**config.mk**
```make
export PLATFORM = sky130hd
export DESIGN_NAME = sstf_disk_request_scheduler_core
export DESIGN_NICKNAME = d
export VERILOG_FILES = /design/src/sstf_pkg.sv /design/src/sstf_ctrl.sv /design/src/sstf_dpath.sv /design/src/sstf_disk_request_scheduler_core.sv
export SDC_FILE = /design/constraint.sdc
export NUM_CORES = 1
export LEC_CHECK = 0
export ABC_AREA = 1
export BUFFER_PORTS_ARGS = -buffer_cell sky130_fd_sc_hd__buf_2
export CORE_MARGIN = 2
export CORE_UTILIZATION = 50
export CTS_CLUSTER_DIAMETER = 50
export DETAILED_ROUTE_END_ITERATION = 8
export GPL_TIMING_DRIVEN = 0
export HOLD_SLACK_MARGIN = 0.1
export PLACE_DENSITY = 0.7
export SYNTH_ARGS = -nofsm -noshare
export SYNTH_HDL_FRONTEND = slang
export SYNTH_SLANG_ARGS = --single-unit
```
**constraint.sdc**
```tcl
create_clock -name clk -period 5.7 [get_ports clk]
set_clock_uncertainty 0.05 [all_clocks]
set_input_delay 0.855 -clock clk [delete_from_list [all_inputs] [get_ports clk]]
set_output_delay 0.855 -clock clk [all_outputs]
set_load 0.02 [all_outputs]
```
**src/sstf_pkg.sv**
```systemverilog
// ---------------------------------------------------------------------------
// Scheduler package
// Types, codes and default sizes shared by the scheduler modules.
// ---------------------------------------------------------------------------
package sstf_pkg;

  localparam int DEF_REQUESTERS = 8;
  localparam int DEF_TRACK_BITS = 10;

  localparam int ID_W   = 3;
  localparam int CFG_W  = 4;
  localparam int ADDR_W = 3;
  localparam int DATA_W = 32;

  localparam logic [CFG_W-1:0] MAX_QUEUE_RST = 4'd1;
  localparam logic [CFG_W-1:0] NUM_REQ_RST   = 4'd8;

  localparam logic REG_MAX_QUEUE = 1'b0;
  localparam logic REG_NUM_REQ   = 1'b1;

  localparam logic CMD_SUBMIT = 1'b0;
  localparam logic CMD_DONE   = 1'b1;

  localparam logic [1:0] STAT_OK      = 2'd0;
  localparam logic [1:0] STAT_BUSY    = 2'd1;
  localparam logic [1:0] STAT_RETIRED = 2'd2;

  typedef enum logic [2:0] {
    ST_IDLE,
    ST_APPLY,
    ST_DECIDE,
    ST_SCAN,
    ST_DRAIN,
    ST_DISPATCH,
    ST_RESULT
  } sstf_state_t;

  typedef struct packed {
    logic load_in;
    logic apply;
    logic scan_start;
    logic scan;
    logic dispatch;
    logic load_out;
  } sstf_ctrl_t;

  typedef struct packed {
    logic serve_req;
    logic scan_last;
  } sstf_stat_t;

endpackage

```
**src/sstf_ctrl.sv**
```systemverilog
// ---------------------------------------------------------------------------
// Scheduler controller
// Takes one item through update, decision and, if served, scan and dispatch.
// ---------------------------------------------------------------------------
module sstf_ctrl (
  input  logic                clk,
  input  logic                rst_n,
  input  logic                in_tvalid,
  output logic                in_tready,
  output logic                out_tvalid,
  input  logic                out_tready,
  input  sstf_pkg::sstf_stat_t stat,
  output sstf_pkg::sstf_ctrl_t ctrl
);
  import sstf_pkg::*;

  sstf_state_t state_r, state_nxt;
  logic        out_valid_r, out_valid_nxt;
  logic        can_load;

  assign can_load = !out_valid_r || out_tready;

  always_comb begin
    state_nxt = state_r;
    unique case (state_r)
      ST_IDLE:     if (in_tvalid) state_nxt = ST_APPLY;
      ST_APPLY:    state_nxt = ST_DECIDE;
      ST_DECIDE:   state_nxt = stat.serve_req ? ST_SCAN : ST_RESULT;
      ST_SCAN:     if (stat.scan_last) state_nxt = ST_DRAIN;
      ST_DRAIN:    state_nxt = ST_DISPATCH;
      ST_DISPATCH: state_nxt = ST_RESULT;
      ST_RESULT:   if (can_load) state_nxt = ST_IDLE;
      default:     state_nxt = ST_IDLE;
    endcase
  end

  always_comb begin
    ctrl      = '0;
    in_tready = 1'b0;
    unique case (state_r)
      ST_IDLE: begin
        in_tready    = 1'b1;
        ctrl.load_in = in_tvalid;
      end
      ST_APPLY:    ctrl.apply = 1'b1;
      ST_DECIDE:   ctrl.scan_start = stat.serve_req;
      ST_SCAN:     ctrl.scan = 1'b1;
      ST_DRAIN:    ctrl = '0;
      ST_DISPATCH: ctrl.dispatch = 1'b1;
      ST_RESULT:   ctrl.load_out = can_load;
      default:     ctrl = '0;
    endcase
  end

  always_comb begin
    out_valid_nxt = out_valid_r;
    if (out_valid_r && out_tready) begin
      out_valid_nxt = 1'b0;
    end
    if (ctrl.load_out) begin
      out_valid_nxt = 1'b1;
    end
  end

  always_ff @(posedge clk) begin
    if (!rst_n) begin
      state_r     <= ST_IDLE;
      out_valid_r <= 1'b0;
    end else begin
      state_r     <= state_nxt;
      out_valid_r <= out_valid_nxt;
    end
  end

  assign out_tvalid = out_valid_r;

endmodule

```
**src/sstf_dpath.sv**
```systemverilog
// ---------------------------------------------------------------------------
// Scheduler datapath
// Slot state, track memory, nearest-slot scan, head position and result.
// ---------------------------------------------------------------------------
module sstf_dpath #(
  parameter int REQUESTERS = sstf_pkg::DEF_REQUESTERS,
  parameter int TRACK_BITS = sstf_pkg::DEF_TRACK_BITS,
  parameter int IN_W       = 16,
  parameter int OUT_W      = 16
) (
  input  logic                         clk,
  input  logic                         rst_n,
  input  logic [IN_W-1:0]              in_tdata,
  input  logic                         in_tuser,
  output logic [OUT_W-1:0]             out_tdata,
  output logic                         out_tuser,
  input  logic                         cfg_psel,
  input  logic                         cfg_penable,
  input  logic                         cfg_pwrite,
  input  logic [sstf_pkg::ADDR_W-1:0]  cfg_paddr,
  input  logic [sstf_pkg::DATA_W-1:0]  cfg_pwdata,
  output logic [sstf_pkg::DATA_W-1:0]  cfg_prdata,
  input  sstf_pkg::sstf_ctrl_t         ctrl,
  output sstf_pkg::sstf_stat_t         stat
);
  import sstf_pkg::*;

  localparam int IDX_W = (REQUESTERS > 1) ? $clog2(REQUESTERS) : 1;
  localparam int CNT_W = ($clog2(REQUESTERS + 1) > CFG_W) ? $clog2(REQUESTERS + 1) : CFG_W;

  logic [CFG_W-1:0]      max_queue_r, num_req_r;
  logic                  cmd_r;
  logic [ID_W-1:0]       id_r;
  logic [TRACK_BITS-1:0] track_r;

  logic [REQUESTERS-1:0] slot_valid_r, slot_valid_nxt;
  logic [REQUESTERS-1:0] retired_r, retired_nxt;
  logic [TRACK_BITS-1:0] head_r, head_nxt;
  logic [CNT_W-1:0]      pending_r, pending_nxt;
  logic [CNT_W-1:0]      finished_r, finished_nxt;
  logic [1:0]            status_r, status_nxt;
  logic                  served_r, served_nxt;
  logic [IDX_W-1:0]      who_r, who_nxt;

  logic [TRACK_BITS-1:0] track_mem [REQUESTERS];
  logic [TRACK_BITS-1:0] rd_data_r;
  logic [IDX_W-1:0]      scan_idx_r;
  logic [IDX_W-1:0]      cmp_idx_r;
  logic                  cmp_vld_r;
  logic                  found_r;
  logic [TRACK_BITS-1:0] best_dist_r;
  logic [TRACK_BITS-1:0] best_trk_r;
  logic [IDX_W-1:0]      best_idx_r;

  logic [CNT_W-1:0]      req_cap;
  logic [CNT_W-1:0]      limit;
  logic [CNT_W-1:0]      active;
  logic [CNT_W-1:0]      max_q_ext;
  logic [CNT_W-1:0]      thresh;
  logic [IDX_W-1:0]      idx;
  logic                  in_range;
  logic                  mem_we;
  logic [TRACK_BITS-1:0] span;
  logic [OUT_W-1:0]      pack;

  logic                  cfg_we;

  assign cfg_we = cfg_psel && cfg_penable && cfg_pwrite;

  always_ff @(posedge clk) begin
    if (!rst_n) begin
      max_queue_r <= MAX_QUEUE_RST;
      num_req_r   <= NUM_REQ_RST;
    end else if (cfg_we) begin
      if (cfg_paddr[2] == REG_MAX_QUEUE) begin
        max_queue_r <= cfg_pwdata[CFG_W-1:0];
      end else begin
        num_req_r <= cfg_pwdata[CFG_W-1:0];
      end
    end
  end

  always_comb begin
    cfg_prdata = '0;
    if (cfg_paddr[2] == REG_MAX_QUEUE) begin
      cfg_prdata[CFG_W-1:0] = max_queue_r;
    end else begin
      cfg_prdata[CFG_W-1:0] = num_req_r;
    end
  end

  always_ff @(posedge clk) begin
    if (ctrl.load_in) begin
      cmd_r   <= in_tuser;
      id_r    <= in_tdata[ID_W-1:0];
      track_r <= in_tdata[ID_W +: TRACK_BITS];
    end
  end

  assign req_cap   = CNT_W'(REQUESTERS);
  assign limit     = (CNT_W'(num_req_r) > req_cap) ? req_cap : CNT_W'(num_req_r);
  assign active    = (finished_r >= limit) ? '0 : limit - finished_r;
  assign max_q_ext = CNT_W'(max_queue_r);
  assign thresh    = (max_q_ext < active) ? max_q_ext : active;

  assign stat.serve_req = (pending_r != '0) && (pending_r >= thresh);
  assign stat.scan_last = (scan_idx_r == IDX_W'(REQUESTERS - 1));

  assign idx      = IDX_W'(id_r);
  assign in_range = CNT_W'(id_r) < limit;
  assign mem_we   = ctrl.apply && in_range && !retired_r[idx] && !slot_valid_r[idx]
                    && (cmd_r == CMD_SUBMIT);

  always_comb begin
    slot_valid_nxt = slot_valid_r;
    retired_nxt    = retired_r;
    head_nxt       = head_r;
    pending_nxt    = pending_r;
    finished_nxt   = finished_r;
    status_nxt     = status_r;
    served_nxt     = served_r;
    who_nxt        = who_r;
    if (ctrl.apply) begin
      served_nxt = 1'b0;
      who_nxt    = '0;
      priority if (!in_range || retired_r[idx]) begin
        status_nxt = STAT_RETIRED;
      end else if (slot_valid_r[idx]) begin
        status_nxt = STAT_BUSY;
      end else if (cmd_r == CMD_SUBMIT) begin
        slot_valid_nxt[idx] = 1'b1;
        pending_nxt         = pending_r + 1'b1;
        status_nxt          = STAT_OK;
      end else begin
        retired_nxt[idx] = 1'b1;
        finished_nxt     = finished_r + 1'b1;
        status_nxt       = STAT_OK;
      end
    end
    if (ctrl.dispatch && found_r) begin
      slot_valid_nxt[best_idx_r] = 1'b0;
      pending_nxt                = pending_r - 1'b1;
      head_nxt                   = best_trk_r;
      served_nxt                 = 1'b1;
      who_nxt                    = best_idx_r;
    end
  end

  always_ff @(posedge clk) begin
    if (!rst_n) begin
      slot_valid_r <= '0;
      retired_r    <= '0;
      head_r       <= '0;
      pending_r    <= '0;
      finished_r   <= '0;
      status_r     <= STAT_OK;
      served_r     <= 1'b0;
      who_r        <= '0;
    end else begin
      slot_valid_r <= slot_valid_nxt;
      retired_r    <= retired_nxt;
      head_r       <= head_nxt;
      pending_r    <= pending_nxt;
      finished_r   <= finished_nxt;
      status_r     <= status_nxt;
      served_r     <= served_nxt;
      who_r        <= who_nxt;
    end
  end

  always_ff @(posedge clk) begin
    if (mem_we) begin
      track_mem[idx] <= track_r;
    end
    rd_data_r <= track_mem[scan_idx_r];
  end

  always_ff @(posedge clk) begin
    if (!rst_n) begin
      scan_idx_r <= '0;
      cmp_vld_r  <= 1'b0;
    end else begin
      cmp_vld_r <= ctrl.scan;
      if (ctrl.scan_start) begin
        scan_idx_r <= '0;
      end else if (ctrl.scan) begin
        scan_idx_r <= scan_idx_r + 1'b1;
      end
    end
  end

  always_ff @(posedge clk) begin
    cmp_idx_r <= scan_idx_r;
  end

  assign span = (rd_data_r >= head_r) ? rd_data_r - head_r : head_r - rd_data_r;

  always_ff @(posedge clk) begin
    if (!rst_n) begin
      found_r <= 1'b0;
    end else if (ctrl.scan_start) begin
      found_r <= 1'b0;
    end else if (cmp_vld_r && slot_valid_r[cmp_idx_r] && (!found_r || span < best_dist_r)) begin
      found_r <= 1'b1;
    end
  end

  always_ff @(posedge clk) begin
    if (cmp_vld_r && slot_valid_r[cmp_idx_r] && (!found_r || span < best_dist_r)) begin
      best_dist_r <= span;
      best_trk_r  <= rd_data_r;
      best_idx_r  <= cmp_idx_r;
    end
  end

  always_comb begin
    pack                          = '0;
    pack[1:0]                     = status_r;
    pack[2 +: ID_W]               = ID_W'(who_r);
    pack[2 + ID_W +: TRACK_BITS]  = head_r;
  end

  always_ff @(posedge clk) begin
    if (ctrl.load_out) begin
      out_tdata <= pack;
      out_tuser <= served_r;
    end
  end

endmodule

```
**src/sstf_disk_request_scheduler_core.sv**
```systemverilog
// ---------------------------------------------------------------------------
// Shortest-seek-first disk request scheduler
// Per-requester request slots served nearest-track-first from the head.
// ---------------------------------------------------------------------------
// Every accepted item gives exactly one result. An item that leads to no
// dispatch goes from the decision straight to the result stage; one that
// dispatches first scans every slot, since the nearest request is found by
// reading the track memory one slot per cycle through its single read port.
// The result waits in an output register, so a new item is taken while it
// is still held. No clearing pass is needed after reset.
module sstf_disk_request_scheduler_core #(
  parameter int REQUESTERS = sstf_pkg::DEF_REQUESTERS,
  parameter int TRACK_BITS = sstf_pkg::DEF_TRACK_BITS,
  parameter int IN_W       = ((sstf_pkg::ID_W + TRACK_BITS + 7) / 8) * 8,
  parameter int OUT_W      = ((2 + sstf_pkg::ID_W + TRACK_BITS + 7) / 8) * 8
) (
  input  logic                        clk,
  input  logic                        rst_n,
  input  logic                        in_tvalid,
  output logic                        in_tready,
  // requester_id, track
  input  logic [IN_W-1:0]             in_tdata,
  // cmd
  input  logic                        in_tuser,
  output logic                        out_tvalid,
  input  logic                        out_tready,
  // status, served_requester, served_track
  output logic [OUT_W-1:0]            out_tdata,
  // served
  output logic                        out_tuser,
  input  logic                        cfg_psel,
  input  logic                        cfg_penable,
  input  logic                        cfg_pwrite,
  input  logic [sstf_pkg::ADDR_W-1:0] cfg_paddr,
  input  logic [sstf_pkg::DATA_W-1:0] cfg_pwdata,
  output logic [sstf_pkg::DATA_W-1:0] cfg_prdata,
  output logic                        cfg_pready
);
  import sstf_pkg::*;

  sstf_ctrl_t ctrl;
  sstf_stat_t stat;

  assign cfg_pready = 1'b1;

  sstf_ctrl u_ctrl (
    .clk        (clk),
    .rst_n      (rst_n),
    .in_tvalid  (in_tvalid),
    .in_tready  (in_tready),
    .out_tvalid (out_tvalid),
    .out_tready (out_tready),
    .stat       (stat),
    .ctrl       (ctrl)
  );

  sstf_dpath #(
    .REQUESTERS (REQUESTERS),
    .TRACK_BITS (TRACK_BITS),
    .IN_W       (IN_W),
    .OUT_W      (OUT_W)
  ) u_dpath (
    .clk         (clk),
    .rst_n       (rst_n),
    .in_tdata    (in_tdata),
    .in_tuser    (in_tuser),
    .out_tdata   (out_tdata),
    .out_tuser   (out_tuser),
    .cfg_psel    (cfg_psel),
    .cfg_penable (cfg_penable),
    .cfg_pwrite  (cfg_pwrite),
    .cfg_paddr   (cfg_paddr),
    .cfg_pwdata  (cfg_pwdata),
    .cfg_prdata  (cfg_prdata),
    .ctrl        (ctrl),
    .stat        (stat)
  );

endmodule

```
==> flow_summary.ini, run 1 <==
[drt]
drc = 0
drt-total-wl_mm = 19.1
avgViaCountPerCell = 5.04
first_pass_iters = 5
vias = 6769
drt_first_iter_violations = 386
wire_per_inst_um = 14.2
ant_nets = 0

[power]
cellPowerDensity_nw_per_um2 = 370
total_power_uw = 4080
irDropWorstVdd_uv = 264
p_leak_uw = 0.00452

[timing]
hold_viol_final = 0
fin_crit_sh = 0.742
finalMaxSlewViolations = 0
fmax_ghz = 0.236
fin_setup_tns_ns = 0
tightest_slew_ns = 1.08
finalSetupViolations = 0
rsz0062_at_grt = false
fin_crit_ns = 4.23
slew_headroom = 0.279

[floorplan]
die_y_um = 143
die_area_um2 = 20300
start_util = 0.512
rows = 50
io_pins = 111
chipWidth_um = 143
coreArea_um2 = 18800

[final_layout]
finalNonFillerCells = 1344
final_cell_mix = 152 x nand2_1, 133 x edfxtp_1, 127 x nor2_1
nets = 1205
syn2layout_area_growth_pct = 14.7
final_common_cell = nand2_1
fillers = 1613
layout-drive-gt1-share = 0.136
antenna_cells = 0
stdcell_area_um2 = 11000

[critical_path]
crit_type = flop to flop
path_max_fanout = 13
r2r_start = u_dpath.rd_data_r[5]
critPathMaxStageDelay_ns = 0.65
worstSetupEndpointType = flop
cp.depth = 17
required_ns = 5.87
cp_cell_sequence = inv_1 > ha_1 > clkbuf_2 > a21oi_1 > o21ai_0 > nand2_1 > nand3_1 > nor2_2 > inv_2 > a21boi_0 > ha_1 > a21oi_1 > o21ai_0 > nand2_1 > o2111ai_1 > a21oi_2 > buf_8
cp_slowest_cell = a21oi_2
crit_path_start = u_dpath.rd_data_r[5]
path_buf_inv = 4
worstPathArrival_ns = 4.40
startpoint_type = flop
ff2ff_path_depth = 17
cp_top_family = compound AO/OA/AOI/OAI gates

[run]
max-cap-violations = 0

[place]
port_buffers = 47
dpl_cell_area_um2 = 10300
place.gp.congestion = 0.913
place_inst = 1304
dp_hpwl_mm = 13.8

[clocking]
htreeDepth = 1
cts_tree = yes
insertion_delay_ns = 0.52
cts_resized = 0
post-cts-setup-buffer-count = 0
hold_buffers = 0
cts_root_buffer = clkbuf_16
numCtsBuffers = 23
cts.path.max_buffers = 3
clk_pin_slew_ns = 0.06
numClockSinks = 203

[grt]
grt_max_degree = 14
overflow = 0
antenna_found_initial = 0
grt_pass1_vias = 6356
grt_pass1_wl_mm = 31.0
grtUsageTotal = 0.192

[yosys]
synth_area_um2 = 9610
syn-instance-count = 991
syn_avg_cell_area_um2 = 9.70
synth_edf_count = 133
yosys_most_used_dff = edfxtp_1
ys_seq_area_frac = 0.562
async_flop_share = 0
ys_warn_count = 0
ys_ff_latch = 203
ys_types = 46

[min_path]
hp-class = flop to flop
hold_depth = 0
min_from = u_dpath.scan_idx_r[0]

[run_status]
status = complete, no violations
==> report_power, final <==
part | switching, uW | internal (uW) | leakage, uW
Combinational | 559 | 289 | 0.00239
Clock | 577 | 819 | 0.000347
Sequential | 98.0 | 1740 | 0.00178
Total | 1230 | 2850 | 0.00452
==> metal layers <==
layer  vias to the layer above  wire length [um]  track usage
li1                       3485                 -            -
met3                        33              1070       0.0312
met2                       164              8480        0.309
met1                      3087              9060        0.268
met4                         0               540       0.0610
met5                         -                 0            0
==> cells by family (layout without fill, tap and decap cells) <==
family	Yosys count	after routing	synth area share
AOI/OAI and AO/OA	195	195	0.115
xor gates and xnor gates	20	20	0.0182
adders and majority gates	51	51	0.0695
buffers and inverters	177	268	0.0839
DFF	203	203	0.562
other	2	30	0.000782
and+or+nand+nor	343	343	0.151
==> cell type report <==
cell class,count,area [um2],area share
tap,234,293,0.0266
multi-input combinational,639,3530,0.320
clock inverter,12,108,0.00976
timing repair buffer,51,277,0.0251
sequential,203,5400,0.490
clock buffer,28,616,0.0559
inverter,114,428,0.0388
buffer,63,378,0.0343
==> cells in the mapped netlist (all sizes together), types with 6 or more instances <==
cell / number / area (um2)
a31oi: 10 / 62.6
edfxtp: 133 / 3990
ha: 47 / 588
nand3: 27 / 140
dfxtp: 70 / 1400
buf: 40 / 289
o21ai: 81 / 405
o22ai: 10 / 62.6
nor3: 13 / 70.1
a21oi: 60 / 308
nand4: 6 / 37.5
o21a: 12 / 90.1
nand2: 155 / 589
clkbuf: 23 / 88.8
nor2: 138 / 591
xor2: 17 / 149
inv: 113 / 424
==> final timing paths <==
path	slack [ns]	to
setup / recovery	1.47	u_dpath.best_trk_r[0]
hold / removal	0.35	u_dpath.cmp_idx_r[0]
setup reg to reg	1.47	u_dpath.best_trk_r[0]
hold reg to reg	0.35	u_dpath.cmp_idx_r[0]
==> through the flow <==
stage	hold slack (ns)	setup WS, ns	utilization
after global placement	0.329	0.531	0.546
after CTS	0.342	1.42	0.587
after global routing	0.351	1.00	0.587
after detailed placement	0.334	1.45	0.549
final	0.345	1.47	0.587
after floorplan	0.304	1.69	-
==> state kept, by name (all words and copies together), names as in the netlist, 2 cells and up <==
name	cells
u_dpath.who_r	3
u_dpath.num_req_r	4
u_dpath.rd_data_r	10
u_dpath.head_r	10
u_dpath.best_idx_r	3
u_dpath.best_dist_r	10
u_dpath.best_trk_r	10
u_dpath.finished_r	4
u_dpath.id_r	3
u_dpath.cmp_idx_r	3
u_dpath.scan_idx_r	3
u_dpath.track_mem	80
u_dpath.pending_r	4
u_dpath.track_r	10
u_dpath.retired_r	8
u_ctrl.state_r	3
u_dpath.status_r	2
u_dpath.max_q_ext	4
u_dpath.slot_valid_r	8
u_dpath.out_tdata	15
(Power assumes the default switching activity.)
==> run 2: changes to the inputs <==
- PLACE_DENSITY: 0.7 -> 0.73
- clock period: 5.7 -> 3.7 ns (I/O delays scaled with it)
==> run 2 against run 1 <==
Die area did not move. Sequential share of layout area decreased by 0.97 points. Critical endpoint is now u_dpath.best_dist_r[2]. Cell count up 0.52%. Via count increased by 1.4%. Combinational power increased by 62%. Largest cell class unchanged. Highest routed layer unchanged. Global-route usage increased by 0.068 points.
==> flow_summary.ini, run 2 (synthesis results as in run 1) <==
[drt]
first_pass_iters = 5
drt-total-wl_mm = 19.5
ant_nets = 0
avgViaCountPerCell = 5.08
drt_first_iter_violations = 448
drc = 0
vias = 6865
wire_per_inst_um = 14.4

[final_layout]
syn2layout_area_growth_pct = 17.0
layout-drive-gt1-share = 0.153
largest_register_ff_count = 80
reg_top3 = u_dpath.track_mem (80), u_dpath.out_tdata (15)
antenna_cells = 0
fillers = 1563
final_common_cell = nand2_1
final_cell_mix = 150 x nand2_1, 133 x edfxtp_1, 126 x nor2_1
seqCellArea_um2 = 5400
top_register = u_dpath.track_mem
multi_input_area_um2 = 3620
nets = 1209

[critical_path]
endpoint = u_dpath.best_dist_r[2]
r2r_start = u_dpath.rd_data_r[7]
r2r_end = u_dpath.best_dist_r[2]
cp.depth = 19
cp_top_family = compound AO/OA/AOI/OAI gates
cp_cell_sequence = inv_1 > ha_1 > inv_2 > o21ai_0 > a21oi_1 > nand3_1 > nor2_4 > inv_2 > nand2_1 > nand2_1 > nand2_1 > nand2_1 > ha_1 > a21oi_1 > o21ai_0 > nand2_1 > o2111ai_4 > a21oi_4 > buf_12
path_buf_inv = 4
crit_type = flop to flop
cp_slowest_cell = ha_1
crit_path_start = u_dpath.rd_data_r[7]
worstSetupEndpointType = flop
rrSetupSlack_ns = 0.27
ff2ff_path_depth = 19
path_common_cell = nand2_1
worstPathArrival_ns = 3.60
path_max_fanout = 12
startpoint_type = flop
critPathMaxStageDelay_ns = 0.37
required_ns = 3.88

[timing]
finalMaxSlewViolations = 0
tightest_slew_ns = 1.10
fin_crit_sh = 0.926
hold_ws_ns = 0.155
hold_viol_final = 0
slew_headroom = 0.263
finalSetupViolations = 0
layout_setup_ws_ns = 0.273
fmax_ghz = 0.292
fin_setup_tns_ns = 0
fin_crit_ns = 3.43

[power]
cellPowerDensity_nw_per_um2 = 587
total_power_uw = 6600
irDropWorstVdd_uv = 510
p_leak_uw = 0.00461

[floorplan]
coreArea_um2 = 18800
die_y_um = 143
io_pins = 111
rows = 50
chipWidth_um = 143
die_area_um2 = 20300
start_util = 0.512

[grt]
grt_pass1_vias = 6424
overflow = 0
antenna_found_initial = 0
grtUsageTotal = 0.193
grt_pass1_wl_mm = 31.2
grt_max_degree = 14

[clocking]
numClockSinks = 203
htreeDepth = 1
numCtsBuffers = 25
clk_pin_slew_ns = 0.06
cts.path.max_buffers = 3
insertion_delay_ns = 0.52
cts_root_buffer = clkbuf_16
cts_tree = yes

[run]
max-cap-violations = 0

[min_path]
hp-class = input pin to flop

[place]
dp_hpwl_mm = 13.6
port_buffers = 47
place.gp.congestion = 0.857
dp_slack_ns = -0.886

[run_status]
status = complete, no violations
[run 2: cell count changes in the layout (fill, tap and decap cells not counted), sizes merged]
| cell | delta |
|---|---|
| clkinv | +1 |
| clkbuf | -1 |
| inv | +3 |
| a21oi | +1 |
| bufinv | +1 |
| clkinvlp | -1 |
| buf | +3 |
[run 2: how the worst min path moves through the flow]
stage                                startpoint                    to  slack [ns]  cells after the start
after CTS                           in_tdata[3]    u_dpath.track_r[0]        0.13                      1
after floorplan           u_dpath.scan_idx_r[0]  u_dpath.cmp_idx_r[0]        0.30                      0
after global routing                in_tdata[3]    u_dpath.track_r[0]        0.13                      1
final                               in_tdata[7]    u_dpath.track_r[4]        0.16                      1
after detailed placement  u_dpath.scan_idx_r[0]  u_dpath.cmp_idx_r[0]        0.33                      0
after global placement    u_dpath.scan_idx_r[0]  u_dpath.cmp_idx_r[0]        0.32                      0
[run 2: layer usage]
layer | GRT usage | up-vias | part of all wire | wire length (um)
met5 | 0 | - | 0 | 0
met4 | 0.0599 | 0 | 0.018 | 343
met3 | 0.0298 | 28 | 0.054 | 1050
met2 | 0.318 | 209 | 0.46 | 9040
met1 | 0.264 | 3137 | 0.47 | 9090
li1 | - | 3491 | - | -
[run 2: area by class of cell]
cell class              instances  area share
flip-flops and latches        203       0.480
multi-input cells             640       0.322
clock buffers                  29      0.0589
inverters                     114      0.0381
plain buffers                  61      0.0328
repair buffers                 54      0.0281
well taps                     234      0.0260
clock inverters                16      0.0147
[run 2: per-stage QoR]
step	instance area, um2	util	std cells
final	11200	0.599	1351
after CTS	11200	0.596	1351
after detailed placement	10300	0.548	1303
after global routing	11200	0.599	1351
after global placement	10200	0.546	1300
after floorplan	9720	-	1019
[run 2: timing repair]
| action | CTS | global route |
|---|---|---|
| setup buffers | 2 | 2 |
| endpoints found under the hold margin | 0 | 0 |
| cloned | 1 | 0 |
| endpoints found under the setup margin | 23 | 29 |
| resized for setup | 4 | 18 |
| pin swaps | 2 | 3 |
| hold buffers | 0 | 0 |
[run 2: where the power goes]
part | internal, uW | total [uW] | switching [uW]
logic | 474 | 1370 | 898
clock network | 1440 | 2400 | 961
registers | 2680 | 2820 | 148
total | 4590 | 6600 | 2010
==> run 3: changes to the inputs <==
- SYNTH_HIERARCHICAL: default -> 1
==> run 3 against run 2 <==
The flow now finishes with violations (setup timing). Register-to-register slack lost 0.37 ns. Sequential share of layout area shrank 1.3 points. Flip-flop and latch count is the same. Highest routed layer unchanged. Via count grew 5.1%. Sequential power is essentially flat. Hold slack gained 0.015 ns. Clock power shrank 13%. Synthesized cell count grew 0.10%. Power grew 4.2%. Cell count grew 4.5%. Critical path depth grew 8.
==> flow_summary.ini, run 3 <==
[yosys]
ys_types = 46
synth_largest_area_cell = edfxtp_1
synth_edf_count = 133
synth_common_cells = 136 x nor2_1, 133 x edfxtp_1, 125 x nand2_1, 114 x inv_1, 85 x o21ai_0
ys_ff_latch = 203
synth_top_family_by_area = simple AND/OR/NAND/NOR gates
yosys_most_used_dff = edfxtp_1
synth_most_common_cell = nor2_1
synth_area_um2 = 9680
synth_xor_area_frac = 0.0172
synthMuxAreaShare = 0.00310
synthTopCellsByArea = edfxtp_1 41%, dfxtp_1 14%, ha_1 6.1%
synth_fa_ha_area_frac = 0.0690
yosysTopAreaCellShare = 0.413
syn-instance-count = 992
synth_compound_area_frac = 0.119
async_flop_share = 0
ys_seq_area_frac = 0.558
syn_avg_cell_area_um2 = 9.75
ys_warn_count = 6
synthSimpleGateAreaFrac = 0.146

[timing]
hold_ws_ns = 0.171
hold_viol_final = 0
layout_setup_ws_ns = -0.0933
rsz0062_at_grt = true
tightest_slew_ns = 0.905
slew_headroom = 0.396
finalSetupViolations = 6
fmax_ghz = 0.264
fin_crit_sh = 1.03
finalMaxSlewViolations = 0
fin_crit_ns = 3.79

[run_status]
status = finished, violations left
violations = setup timing

[critical_path]
startpoint_type = flop
worstPathArrival_ns = 4.17
r2r_start = u_dpath/num_req_r[3]
cp_slowest_cell = dfxtp_4
critPathMaxStageDelay_ns = 0.39
path_buf_inv = 12
crit_type = flop to flop
path_common_cell = buf_4
crit_path_start = u_dpath/num_req_r[3]
required_ns = 4.07
worstSetupEndpointType = flop
cp_top_family = buffers and inverters
path_max_fanout = 4

[clocking]
htreeDepth = 1
cts_root_buffer = clkbuf_16
insertion_delay_ns = 0.51
numCtsBuffers = 23
numClockSinks = 203
cts_tree = yes
clk_pin_slew_ns = 0.06
cts.path.max_buffers = 3

[grt]
grtUsageTotal = 0.204
overflow = 0
grt_pass1_wl_mm = 32.9
grt_pass1_vias = 6890
antenna_found_initial = 0
grt_max_degree = 17

[floorplan]
die_area_um2 = 20500
rows = 50
coreArea_um2 = 18800
chipWidth_um = 143
io_pins = 111
start_util = 0.514
die_y_um = 143

[drt]
drc = 0
drt-total-wl_mm = 20.8
ant_nets = 0
vias = 7218
avgViaCountPerCell = 5.11
drt_first_iter_violations = 554
wire_per_inst_um = 14.7
first_pass_iters = 5

[final_layout]
layout-drive-gt1-share = 0.206
antenna_cells = 0
largest_register_ff_count = 80
reg_top3 = u_dpath/track_mem (80), u_dpath/out_tdata (15)
top_register = u_dpath/track_mem
final_common_cell = edfxtp_1
fin_util = 0.615
syn2layout_area_growth_pct = 19.7
nets = 1245
final_cell_mix = 133 x edfxtp_1, 127 x nor2_1, 120 x nand2_1

[place]
port_buffers = 47
dp_hpwl_mm = 14.0
place.gp.congestion = 0.891

[run]
max-cap-violations = 0

[power]
cellPowerDensity_nw_per_um2 = 594
irDropWorstVdd_uv = 457
p_leak_uw = 0.00478

[min_path]
min_from = in_tdata[12]
hp-class = input pin to flop
## run 3: changes by cell type after synthesis, sizes merged, moves of 2 or more
| cell | change |
|---|---|
| nand2 | -23 |
| a21oi | +9 |
| nor2 | +8 |
| o21ai | +8 |
| inv | +7 |
| o21a | +5 |
| a41oi | -4 |
| o31ai | -4 |
| mux2i | +3 |
| nand3 | -3 |
| a21boi | -2 |
| nor3 | -2 |
## run 3: per-layer routing
layer	vias up	track usage	share of wire
met1	3368	0.265	0.43
met4	0	0.0740	0.024
li1	3560	-	-
met3	41	0.0392	0.069
met2	249	0.342	0.48
met5	-	0	0
## run 3: repair_timing
action                                  in CTS  in global routing
hold buffers                                 0                  0
pin swaps                                   23                 22
gates cloned                                 1                  0
buffers inserted                            37                  6
endpoints found under the setup margin      29                 62
resized for setup                           29                 31
## run 3: power by group
part           internal, uW  switching, uW  leakage [uW]
registers              2690            165       0.00178
clock network          1230            864      0.000347
logic                   736           1200       0.00265
## run 3: kinds of logic after synthesis
kind of cell,count (synthesis)
compound gates,209
simple gates,323
xor+xnor,19
other cells,2
mux,3
fa+ha+maj,51
buf+inv,182
flops,203
## run 3: worst reg2reg max path, stage by stage (launching register included)
cell      delay [ns]
dfxtp_4         0.39
inv_2           0.05
nand2_1         0.06
ha_2            0.16
inv_2           0.04
buf_4           0.12
buf_4           0.12
a21o_1          0.16
a21oi_1         0.19
nand2_1         0.14
nand2_4         0.12
nor2_4          0.05
buf_4           0.14
buf_4           0.12
buf_4           0.12
buf_4           0.12
buf_4           0.12
ha_1            0.18
inv_1           0.06
ha_1            0.25
a21oi_1         0.14
nand3_1         0.11
o41ai_2         0.08
inv_1           0.09
inv_2           0.09
nor2_4          0.04
or2_4           0.26
a211oi_1        0.15
## run 3: path summary, 6_finish.rpt
kind | endpoint | slack, ns | depth (start not counted)
worst max register to register | u_dpath/scan_idx_r[2] | -0.09 | 27
worst max-delay path | u_dpath/scan_idx_r[2] | -0.09 | 27
worst min register to register | u_dpath/cmp_idx_r[0] | 0.34 | 0
worst min-delay path | u_dpath/track_r[9] | 0.17 | 1
## run 3: area by class of cell
cell class,count,area (um2)
plain buffers,62,394
clock buffers,29,598
clock inverters,13,108
fillers,1487,7250
inverters,120,453
multi-input cells,636,3730
flip-flops and latches,203,5400
well taps,260,325
repair buffers,89,571
## run 3: stage by stage
stage / TNS (ns) / instance area, um2 / power, uW / cells / setup WS, ns
6_report: -0.377 / 11600 / 6880 / 1412 / -0.0933
5_1_grt: -1.73 / 11600 / 7280 / 1412 / -0.318
4_1_cts: -0.0450 / 11400 / 6790 / 1406 / -0.0361
3_5_place_dp: -20.14 / 10300 / 4550 / 1327 / -0.789
3_3_place_gp: -18.30 / 10300 / 4490 / 1327 / -0.749
2_1_floorplan: 0 / 9790 / 4120 / 1020 / 0.135
